==> src/hw/rtl/obvp_pkg.sv <==
package obvp_pkg;

  localparam int unsigned FIELD_W = 18;
  localparam int unsigned GAIN_W  = 16;
  localparam int unsigned COEF_W  = 20;  // signed operand A of the shared multiplier
  localparam int unsigned OPND_W  = 32;  // signed operand B
  localparam int unsigned PROD_W  = COEF_W + OPND_W;
  localparam int unsigned ACC_W   = 56;
  localparam int unsigned NUM_OPS = 26;
  localparam int unsigned OP_W    = 5;

  // Signed Q3.16 kinematic coefficients; angular estimate ones fold in 1/0.075
  localparam logic signed [COEF_W-1:0] C_RAD   = 20'sd27145;
  localparam logic signed [COEF_W-1:0] C_TAN02 = 20'sd22702;
  localparam logic signed [COEF_W-1:0] C_TAN13 = 20'sd18534;
  localparam logic signed [COEF_W-1:0] C_ANG02 = 20'sd255940;
  localparam logic signed [COEF_W-1:0] C_ANG13 = 20'sd180967;
  localparam logic signed [COEF_W-1:0] C_SIN60 = 20'sd56754;
  localparam logic signed [COEF_W-1:0] C_HALF  = 20'sd32768;
  localparam logic signed [COEF_W-1:0] C_SIN45 = 20'sd46334;
  localparam logic signed [COEF_W-1:0] C_ROT   = 20'sd4915;

  typedef enum logic [1:0] {
    REG_GAIN_P = 2'd0,
    REG_GAIN_I = 2'd1,
    REG_GAIN_D = 2'd2
  } reg_idx_e;

  typedef enum logic [1:0] {
    A_CONST,
    A_GP,
    A_GI,
    A_GD
  } a_sel_e;

  typedef enum logic [3:0] {
    B_DR,
    B_D02,
    B_D13,
    B_S02,
    B_S13,
    B_ERR,
    B_SUM,
    B_DIFF,
    B_VR,
    B_VT,
    B_VW
  } b_sel_e;

  typedef enum logic [5:0] {
    ST_IDLE = 6'b000001,
    ST_MUL  = 6'b000010,
    ST_ACC  = 6'b000100,
    ST_FIN  = 6'b001000,
    ST_UPD  = 6'b010000,
    ST_OUT  = 6'b100000
  } state_e;

  typedef struct packed {
    logic [3:0]               grp;
    logic [1:0]               axis;
    a_sel_e                   a_sel;
    logic signed [COEF_W-1:0] coef;
    b_sel_e                   b_sel;
    logic                     last;
  } op_t;

  // Groups: 0..2 body estimate, 3..5 PID per axis, 6..9 wheel setpoints
  function automatic op_t op_decode(input logic [OP_W-1:0] op);
    op_t o;
    o = '{grp: 4'd0, axis: 2'd0, a_sel: A_CONST, coef: '0, b_sel: B_DR, last: 1'b0};
    case (op)
      5'd0:  o = '{4'd0, 2'd0, A_CONST, C_RAD,    B_DR,   1'b1};
      5'd1:  o = '{4'd1, 2'd1, A_CONST, C_TAN02,  B_D02,  1'b0};
      5'd2:  o = '{4'd1, 2'd1, A_CONST, C_TAN13,  B_D13,  1'b1};
      5'd3:  o = '{4'd2, 2'd2, A_CONST, C_ANG02,  B_S02,  1'b0};
      5'd4:  o = '{4'd2, 2'd2, A_CONST, C_ANG13,  B_S13,  1'b1};
      5'd5:  o = '{4'd3, 2'd0, A_GP,    '0,       B_ERR,  1'b0};
      5'd6:  o = '{4'd3, 2'd0, A_GI,    '0,       B_SUM,  1'b0};
      5'd7:  o = '{4'd3, 2'd0, A_GD,    '0,       B_DIFF, 1'b1};
      5'd8:  o = '{4'd4, 2'd1, A_GP,    '0,       B_ERR,  1'b0};
      5'd9:  o = '{4'd4, 2'd1, A_GI,    '0,       B_SUM,  1'b0};
      5'd10: o = '{4'd4, 2'd1, A_GD,    '0,       B_DIFF, 1'b1};
      5'd11: o = '{4'd5, 2'd2, A_GP,    '0,       B_ERR,  1'b0};
      5'd12: o = '{4'd5, 2'd2, A_GI,    '0,       B_SUM,  1'b0};
      5'd13: o = '{4'd5, 2'd2, A_GD,    '0,       B_DIFF, 1'b1};
      5'd14: o = '{4'd6, 2'd0, A_CONST, C_SIN60,  B_VT,   1'b0};
      5'd15: o = '{4'd6, 2'd0, A_CONST, -C_HALF,  B_VR,   1'b0};
      5'd16: o = '{4'd6, 2'd0, A_CONST, C_ROT,    B_VW,   1'b1};
      5'd17: o = '{4'd7, 2'd1, A_CONST, C_SIN45,  B_VT,   1'b0};
      5'd18: o = '{4'd7, 2'd1, A_CONST, C_SIN45,  B_VR,   1'b0};
      5'd19: o = '{4'd7, 2'd1, A_CONST, C_ROT,    B_VW,   1'b1};
      5'd20: o = '{4'd8, 2'd2, A_CONST, -C_SIN60, B_VT,   1'b0};
      5'd21: o = '{4'd8, 2'd2, A_CONST, -C_HALF,  B_VR,   1'b0};
      5'd22: o = '{4'd8, 2'd2, A_CONST, C_ROT,    B_VW,   1'b1};
      5'd23: o = '{4'd9, 2'd3, A_CONST, -C_SIN45, B_VT,   1'b0};
      5'd24: o = '{4'd9, 2'd3, A_CONST, C_SIN45,  B_VR,   1'b0};
      5'd25: o = '{4'd9, 2'd3, A_CONST, C_ROT,    B_VW,   1'b1};
      default: o = '{4'd9, 2'd3, A_CONST, '0,     B_DR,   1'b1};
    endcase
    return o;
  endfunction

endpackage

==> src/hw/rtl/obvp_ram.sv <==
module obvp_ram #(
  parameter int unsigned WIDTH = 54,
  parameter int unsigned DEPTH = 20
) (
  input  logic                     clk_i,
  input  logic                     we_i,
  input  logic [$clog2(DEPTH)-1:0] waddr_i,
  input  logic [WIDTH-1:0]         wdata_i,
  input  logic                     re_i,
  input  logic [$clog2(DEPTH)-1:0] raddr_i,
  output logic [WIDTH-1:0]         rdata_o
);

  logic [WIDTH-1:0] mem_q [DEPTH];
  logic [WIDTH-1:0] rdata_q;

  always_ff @(posedge clk_i) begin
    if (we_i) begin
      mem_q[waddr_i] <= wdata_i;
    end
    if (re_i) begin
      rdata_q <= mem_q[raddr_i];
    end
  end

  assign rdata_o = rdata_q;

endmodule

==> src/hw/rtl/omni_body_velocity_pid_top.sv <==
// Body-velocity PID for a four-wheel omni base, one control tick per beat.
// Slave stream: one beat carries the three body-velocity targets and the
// four measured wheel speeds (signed Q6.12). Master stream: one beat with
// the four saturated wheel setpoints (signed Q6.12). Gains are to be written
// on the cfg port (index 0 P, 1 I, 2 D; signed Q4.12) only while the block
// is idle; the block itself does not enforce this. A tick runs on one shared
// 20x32 multiplier with an accumulator: 26 multiply/accumulate ops, each a
// MUL and an ACC state, ten group finish states and one window update
// state, after which m_axis_tvalid rises in the OUT state; the next beat is
// taken only after the result beat leaves and the block is back in idle.
// s_axis_tready is high only while idle. If the receiver stalls the result
// holds on the master side and no new beat is taken. The error history sits
// in a WINDOW-deep RAM as a circular buffer with a running sum per axis; a
// fill counter masks entries not yet written, so reset only clears the
// counters, sums and previous errors and the block is ready right after
// reset. Gains reset to zero.
module omni_body_velocity_pid_top #(
  parameter int unsigned WINDOW = 20
) (
  input  logic         clk_i,
  input  logic         rst_ni,
  input  logic         s_axis_tvalid,
  output logic         s_axis_tready,
  // tdata: target_radial, target_tangent, target_angular,
  //        measured_wheel_0..3, 2 pad bits
  input  logic [127:0] s_axis_tdata,
  output logic         m_axis_tvalid,
  input  logic         m_axis_tready,
  // tdata: setpoint_wheel_0..3
  output logic [71:0]  m_axis_tdata,
  input  logic         cfg_we_i,
  input  logic [1:0]   cfg_idx_i,
  input  logic [15:0]  cfg_wdata_i
);

  localparam int unsigned FW    = obvp_pkg::FIELD_W;
  localparam int unsigned AW    = obvp_pkg::ACC_W;
  localparam int unsigned PTR_W = $clog2(WINDOW);
  localparam int unsigned CNT_W = $clog2(WINDOW + 1);
  localparam int unsigned SUM_W = FW + $clog2(WINDOW);
  localparam int unsigned VW    = obvp_pkg::OPND_W;

  localparam logic signed [AW-1:0] SAT_HI = AW'(131071);
  localparam logic signed [AW-1:0] SAT_LO = -AW'(131072);
  localparam logic signed [AW-1:0] RND16  = AW'(32768);
  localparam logic signed [AW-1:0] RND12  = AW'(2048);

  function automatic logic signed [FW-1:0] sat18(input logic signed [AW-1:0] v);
    logic signed [FW-1:0] r;
    if (v > SAT_HI) begin
      r = FW'(131071);
    end else if (v < SAT_LO) begin
      r = -FW'(131072);
    end else begin
      r = v[FW-1:0];
    end
    return r;
  endfunction

  obvp_pkg::state_e state_q, state_d;
  logic [obvp_pkg::OP_W-1:0] op_q;
  logic                      first_q;
  obvp_pkg::op_t             op;

  logic signed [obvp_pkg::GAIN_W-1:0] gp_q, gi_q, gd_q;
  logic signed [FW-1:0] tgt_q [3];
  logic signed [FW-1:0] meas_q [4];
  logic signed [FW-1:0] err_q [3];
  logic signed [FW-1:0] prev_q [3];
  logic signed [FW:0]   diff_q [3];
  logic signed [SUM_W-1:0] sum_q [3];
  logic signed [VW-1:0] vel_q [3];
  logic signed [FW-1:0] setp_q [4];

  logic [PTR_W-1:0] ptr_q;
  logic [CNT_W-1:0] fill_q;

  logic signed [obvp_pkg::COEF_W-1:0] opa;
  logic signed [VW-1:0]               opb;
  logic signed [obvp_pkg::PROD_W-1:0] prod_q;
  logic signed [AW-1:0]               acc_q;
  logic signed [AW-1:0]               est_w, pid_w;

  logic [3*FW-1:0] old_word;
  logic            old_valid;
  logic            in_beat, out_beat;

  assign in_beat  = s_axis_tvalid && s_axis_tready;
  assign out_beat = m_axis_tvalid && m_axis_tready;
  assign op       = obvp_pkg::op_decode(op_q);

  // Operand select for the shared multiplier
  always_comb begin
    case (op.a_sel)
      obvp_pkg::A_GP: opa = obvp_pkg::COEF_W'(gp_q);
      obvp_pkg::A_GI: opa = obvp_pkg::COEF_W'(gi_q);
      obvp_pkg::A_GD: opa = obvp_pkg::COEF_W'(gd_q);
      default:        opa = op.coef;
    endcase
    case (op.b_sel)
      obvp_pkg::B_DR:   opb = VW'(-meas_q[0] + meas_q[1] - meas_q[2] + meas_q[3]);
      obvp_pkg::B_D02:  opb = VW'(meas_q[0] - meas_q[2]);
      obvp_pkg::B_D13:  opb = VW'(meas_q[1] - meas_q[3]);
      obvp_pkg::B_S02:  opb = VW'(meas_q[0] + meas_q[2]);
      obvp_pkg::B_S13:  opb = VW'(meas_q[1] + meas_q[3]);
      obvp_pkg::B_ERR:  opb = VW'(err_q[op.axis[1:0]]);
      obvp_pkg::B_SUM:  opb = VW'(sum_q[op.axis[1:0]]);
      obvp_pkg::B_DIFF: opb = VW'(diff_q[op.axis[1:0]]);
      obvp_pkg::B_VR:   opb = vel_q[0];
      obvp_pkg::B_VT:   opb = vel_q[1];
      obvp_pkg::B_VW:   opb = vel_q[2];
      default:          opb = '0;
    endcase
  end

  assign est_w = (acc_q + RND16) >>> 16;
  assign pid_w = (acc_q + RND12) >>> 12;

  always_comb begin
    state_d = state_q;
    case (state_q)
      obvp_pkg::ST_IDLE: if (in_beat) state_d = obvp_pkg::ST_MUL;
      obvp_pkg::ST_MUL:  state_d = obvp_pkg::ST_ACC;
      obvp_pkg::ST_ACC:  state_d = op.last ? obvp_pkg::ST_FIN : obvp_pkg::ST_MUL;
      obvp_pkg::ST_FIN: begin
        if (op.grp == 4'd2) begin
          state_d = obvp_pkg::ST_UPD;
        end else if (op.grp == 4'd9) begin
          state_d = obvp_pkg::ST_OUT;
        end else begin
          state_d = obvp_pkg::ST_MUL;
        end
      end
      obvp_pkg::ST_UPD:  state_d = obvp_pkg::ST_MUL;
      obvp_pkg::ST_OUT:  if (out_beat) state_d = obvp_pkg::ST_IDLE;
      default:           state_d = obvp_pkg::ST_IDLE;
    endcase
  end

  always_ff @(posedge clk_i or negedge rst_ni) begin
    if (!rst_ni) begin
      state_q <= obvp_pkg::ST_IDLE;
      op_q    <= '0;
      first_q <= 1'b1;
      gp_q    <= '0;
      gi_q    <= '0;
      gd_q    <= '0;
      ptr_q   <= '0;
      fill_q  <= '0;
      for (int a = 0; a < 3; a++) begin
        sum_q[a]  <= '0;
        prev_q[a] <= '0;
      end
    end else begin
      state_q <= state_d;
      if (cfg_we_i) begin
        case (cfg_idx_i)
          obvp_pkg::REG_GAIN_P: gp_q <= cfg_wdata_i;
          obvp_pkg::REG_GAIN_I: gi_q <= cfg_wdata_i;
          obvp_pkg::REG_GAIN_D: gd_q <= cfg_wdata_i;
          default: ;
        endcase
      end
      case (state_q)
        obvp_pkg::ST_IDLE: begin
          op_q    <= '0;
          first_q <= 1'b1;
        end
        obvp_pkg::ST_ACC: begin
          first_q <= 1'b0;
          if (!op.last) op_q <= op_q + 1'b1;
        end
        obvp_pkg::ST_FIN: begin
          first_q <= 1'b1;
          op_q    <= op_q + 1'b1;
        end
        obvp_pkg::ST_UPD: begin
          for (int a = 0; a < 3; a++) begin
            sum_q[a] <= sum_q[a] + SUM_W'(err_q[a])
                        - (old_valid ? SUM_W'($signed(old_word[a*FW +: FW])) : '0);
            prev_q[a] <= err_q[a];
          end
          ptr_q <= (ptr_q == PTR_W'(WINDOW - 1)) ? '0 : ptr_q + 1'b1;
          if (fill_q != CNT_W'(WINDOW)) fill_q <= fill_q + 1'b1;
        end
        default: ;
      endcase
    end
  end

  // Datapath registers
  always_ff @(posedge clk_i) begin
    if (in_beat) begin
      for (int a = 0; a < 3; a++) tgt_q[a] <= s_axis_tdata[a*FW +: FW];
      for (int w = 0; w < 4; w++) meas_q[w] <= s_axis_tdata[(w+3)*FW +: FW];
    end
    if (state_q == obvp_pkg::ST_MUL) begin
      prod_q <= opa * opb;
    end
    if (state_q == obvp_pkg::ST_ACC) begin
      acc_q <= (first_q ? '0 : acc_q) + AW'(prod_q);
    end
    if (state_q == obvp_pkg::ST_FIN) begin
      if (op.grp < 4'd3) begin
        err_q[op.axis[1:0]] <= sat18(AW'(tgt_q[op.axis[1:0]]) - est_w);
      end else if (op.grp < 4'd6) begin
        vel_q[op.axis[1:0]] <= VW'(tgt_q[op.axis[1:0]]) + $signed(pid_w[VW-1:0]);
      end else begin
        setp_q[op.axis] <= sat18(est_w);
      end
    end
    if (state_q == obvp_pkg::ST_UPD) begin
      for (int a = 0; a < 3; a++) diff_q[a] <= (FW+1)'(err_q[a]) - (FW+1)'(prev_q[a]);
    end
  end

  assign old_valid = (fill_q == CNT_W'(WINDOW));

  obvp_ram #(
    .WIDTH(3 * FW),
    .DEPTH(WINDOW)
  ) u_hist (
    .clk_i  (clk_i),
    .we_i   (state_q == obvp_pkg::ST_UPD),
    .waddr_i(ptr_q),
    .wdata_i({err_q[2], err_q[1], err_q[0]}),
    .re_i   (in_beat),
    .raddr_i(ptr_q),
    .rdata_o(old_word)
  );

  assign s_axis_tready = (state_q == obvp_pkg::ST_IDLE);
  assign m_axis_tvalid = (state_q == obvp_pkg::ST_OUT);
  assign m_axis_tdata  = {setp_q[3], setp_q[2], setp_q[1], setp_q[0]};

  a_no_overlap: assert property (@(posedge clk_i) disable iff (!rst_ni)
    !(s_axis_tready && m_axis_tvalid))
    else $error("input taken while a result is pending");

  a_fill_bound: assert property (@(posedge clk_i) disable iff (!rst_ni)
    fill_q <= CNT_W'(WINDOW))
    else $error("fill count past window depth");

  a_fill_ptr: assert property (@(posedge clk_i) disable iff (!rst_ni)
    (fill_q != CNT_W'(WINDOW)) |-> (CNT_W'(ptr_q) == fill_q))
    else $error("write pointer out of step with fill count");

  a_start: assert property (@(posedge clk_i) disable iff (!rst_ni)
    in_beat |=> (state_q == obvp_pkg::ST_MUL && op_q == '0 && first_q))
    else $error("tick did not start at first op");

  a_upd_once: assert property (@(posedge clk_i) disable iff (!rst_ni)
    (state_q == obvp_pkg::ST_UPD) |=> (state_q == obvp_pkg::ST_MUL && $changed(ptr_q)))
    else $error("window update did not advance pointer");

endmodule
==> config.mk <==
export PLATFORM = sky130hd
export DESIGN_NAME = omni_body_velocity_pid_top
export DESIGN_NICKNAME = d
export VERILOG_FILES = /design/src/hw/rtl/obvp_pkg.sv /design/src/hw/rtl/obvp_ram.sv /design/src/hw/rtl/omni_body_velocity_pid_top.sv
export SDC_FILE = /design/constraint.sdc
export NUM_CORES = 2
export LEC_CHECK = 0
export BUFFER_PORTS_ARGS = -buffer_cell sky130_fd_sc_hd__buf_2
export CORE_ASPECT_RATIO = 0.7
export CORE_MARGIN = 2
export CORE_UTILIZATION = 55
export CTS_BUF_LIST = sky130_fd_sc_hd__clkbuf_8 sky130_fd_sc_hd__clkbuf_16
export DETAILED_ROUTE_END_ITERATION = 8
export PLACE_DENSITY = 0.71
export SLEW_MARGIN = 20
export SYNTH_ARGS = -nofsm -noshare
export SYNTH_HDL_FRONTEND = slang
export SYNTH_SLANG_ARGS = --single-unit
==> constraint.sdc <==
create_clock -name clk_i -period 20.3 [get_ports clk_i]
set_input_delay 3.045 -clock clk_i [delete_from_list [all_inputs] [get_ports clk_i]]
set_output_delay 3.045 -clock clk_i [all_outputs]
set_load 0.005 [all_outputs]
==> impl_metrics.tcl <==
set metrics [dict create \
    drt-total-wl_mm 322 \
    clock_latency_ps 860 \
    cts_buffer_depth 4 \
    fin_crit_sh_pct 68.8 \
    worst-path-buf-inv 10 \
    ios 225 \
    place_area_mm2 0.119 \
    critPathTopFamily "compound AO/OA/AOI/OAI gates" \
    synth_flop_cell "edfxtp_1" \
    layout.cells.non_filler 12500 \
    syn_nets 10800 \
    setup_tns_ps 0 \
    ctsRootBufferMaster "clkbuf_16" \
    portBuffers 222 \
    start_util_pct 55.4 \
    fmax_ghz 0.0716 \
    fin_nets 11000 \
    grt_pass1_vias 75100 \
    synth.avg_cell_area_um2 12.1 \
    fin_skew_ps 85.6 \
    cp.required_ps 20850 \
    cts_buffers 184 \
    antenna_found_initial 15 \
    die_h_um 385 \
    synthToLayoutAreaGrowth_pct 9.37 \
    drc 0 \
    r2r-start "op_q[1]$_DFFE_PN0P_" \
    worst_slew_pin_slew_ps 1200 \
    num_rows 139 \
    setup_violations 0 \
    rsz0062_at_grt "no" \
    slew_viol_final 0 \
    slowest_stage "o21ai_0" \
    ys_ff_latch 1858 \
    maxCapViolCount 0 \
    yosys-top-cells-count "1,665 x edfxtp_1, 1,265 x inv_1, 841 x nand2_1" \
    fin_crit_ps 13960 \
    die_w_um 548 \
    grt_max_degree 101 \
    wl_per_cell_um 25.8 \
    first_iter_violations 9792 \
    htreeDepth 4 \
    end_kind "register" \
    critPathLaunchType "register" \
    hpwlAfterDp_mm 229 \
    yosysSeqAreaShare_pct 48.2 \
    num_vias 76600 \
    cts_resized 0 \
    drive_gt1_share_pct 11.5 \
    grt_usage_pct 30.8 \
    synth_top_area_share_pct 43.9 \
    crit_top_cell "fa_1" \
    synth.top_cells.by_area "edfxtp_1 44%, fa_1 13%, mux4_2 5.7%" \
    status "completed" \
    hold_violations 0 \
    drtPass1Iterations 8 \
    clkTransAtPathRegs_ps 60 \
    placed_cells 12100 \
    die_area_mm2 0.211 \
    reg2reg_to "prod_q[51]$_DFFE_PP_" \
    place.gp.congestion 0.961 \
    path_depth 40 \
    ys_types 98 \
    cts.sinks 1858 \
    synth.most_common_cell "edfxtp_1" \
    synth_edf_count 1665 \
    cts_tree "done" \
    synthArstFlopShare_pct 10.4 \
    crit_end "prod_q[51]$_DFFE_PP_" \
    netlist_area_mm2 0.114 \
    fin_area_mm2 0.124 \
    grt_pass1_wl_mm 482 \
    ff2ff_path_depth 40 \
    pre_cts_ws_ps 6540 \
    netlist.top_cell.by_area "edfxtp_1" \
    critical_path_class "reg2reg" \
    ff2ff_setup_slack_ps 6340 \
    crit_start "op_q[1]$_DFFE_PN0P_" \
    hold_class "reg2reg" \
    fp.coreArea_mm2 0.205 \
    vias_per_cell 6.14 \
    postCtsSetupBuffers 0 \
    path_max_fanout 35 \
    cts_hold_buf 0 \
    max_stage_delay_ps 950 \
    max_slew_margin_pct 20.1 \
    ant_nets 0 \
    yosysWarningCount 0 \
    arrival_ps 14510 \
    overflow 0 \
    syn_inst 9370 \
    fin_ws_ps 6340 \
]
[worst min-delay path by stage]
stage,startpoint,to,cells past startpoint
after floorplan,fill_q[4]$_DFFE_PN0P_,fill_q[4]$_DFFE_PN0P_,1
after detailed placement,sum_q[45]$_DFFE_PN0P_,sum_q[45]$_DFFE_PN0P_,1
final,sum_q[45]$_DFFE_PN0P_,sum_q[45]$_DFFE_PN0P_,1
after global placement,fill_q[4]$_DFFE_PN0P_,fill_q[4]$_DFFE_PN0P_,1
after CTS,sum_q[45]$_DFFE_PN0P_,sum_q[45]$_DFFE_PN0P_,1
after global routing,sum_q[45]$_DFFE_PN0P_,sum_q[45]$_DFFE_PN0P_,1
[layout make-up]
type / instances / area, µm²
Clock buffer: 188 / 4680
Timing Repair Buffer: 397 / 2480
Clock inverter: 138 / 1110
Sequential cell: 1858 / 54800
Tap cell: 2749 / 3440
Fill cell: 15900 / 80900
Inverter: 1267 / 4770
Antenna cell: 4 / 10.0
Multi-Input combinational cell: 5878 / 53100
[kinds of logic (layout without fill, tap and decap cells)]
family	count (synthesis)	count (layout)	share of synthesized area (%)
other	0	4	0
DFF	1858	1858	48.2
muxes	472	472	7.38
buffers and inverters	1634	1990	5.44
adders and majority gates	1256	1256	18.8
AOI/OAI and AO/OA	1511	1511	8.20
xor gates and xnor gates	371	371	2.86
and+or+nand+nor	2268	2268	9.17
[state kept, by name, indices dropped and copies added (netlist names), 56 cells and up]
signal and cells:
u_hist.mem_q 1080, vel_q 96, diff_q 57, err_q 72
acc_q 56, sum_q 69, setp_q 72, meas_q 72
[cell usage in the layout, fill, tap and decap left out, drive strengths merged, types with 191 or more instances in the layout]
cell / netlist / layout
inv: 1265 / 1311
buf: 93 / 397
fa: 750 / 750
o21ai: 435 / 435
edfxtp: 1665 / 1665
nand2: 841 / 841
mux4: 289 / 289
xnor2: 230 / 230
dfrtp: 191 / 191
a21oi: 441 / 441
nor2: 618 / 618
ha: 506 / 506
[worst reg2reg max path, delay by kind of cell, from the launching register on]
kind                       cells  cell delay (ps)
DFF                            1              670
adders and majority gates      9             4370
buffers and inverters         10             2300
and+or+nand+nor                4             1270
AOI/OAI and AO/OA             16             4990
xor gates and xnor gates       1              140
[routing by layer]
layer  share of wire, %  up-vias  track usage [%]
met5              0.023        -            0.157
met4                2.4       10             6.95
met3                 13      460             8.11
met2                 40     4396             42.1
met1                 44    38800             48.8
li1                   -    33000                -
[stage by stage]
stage	util, %	hold WS [ps]
final	60.6	479
after global routing	60.6	483
after CTS	60.6	475
after global placement	57.7	454
after floorplan	-	438
after detailed placement	57.7	466
Power is left out: the tool's default activity adds up to more than one toggle a clock period on the data nets, which glitch-free logic cannot reach.
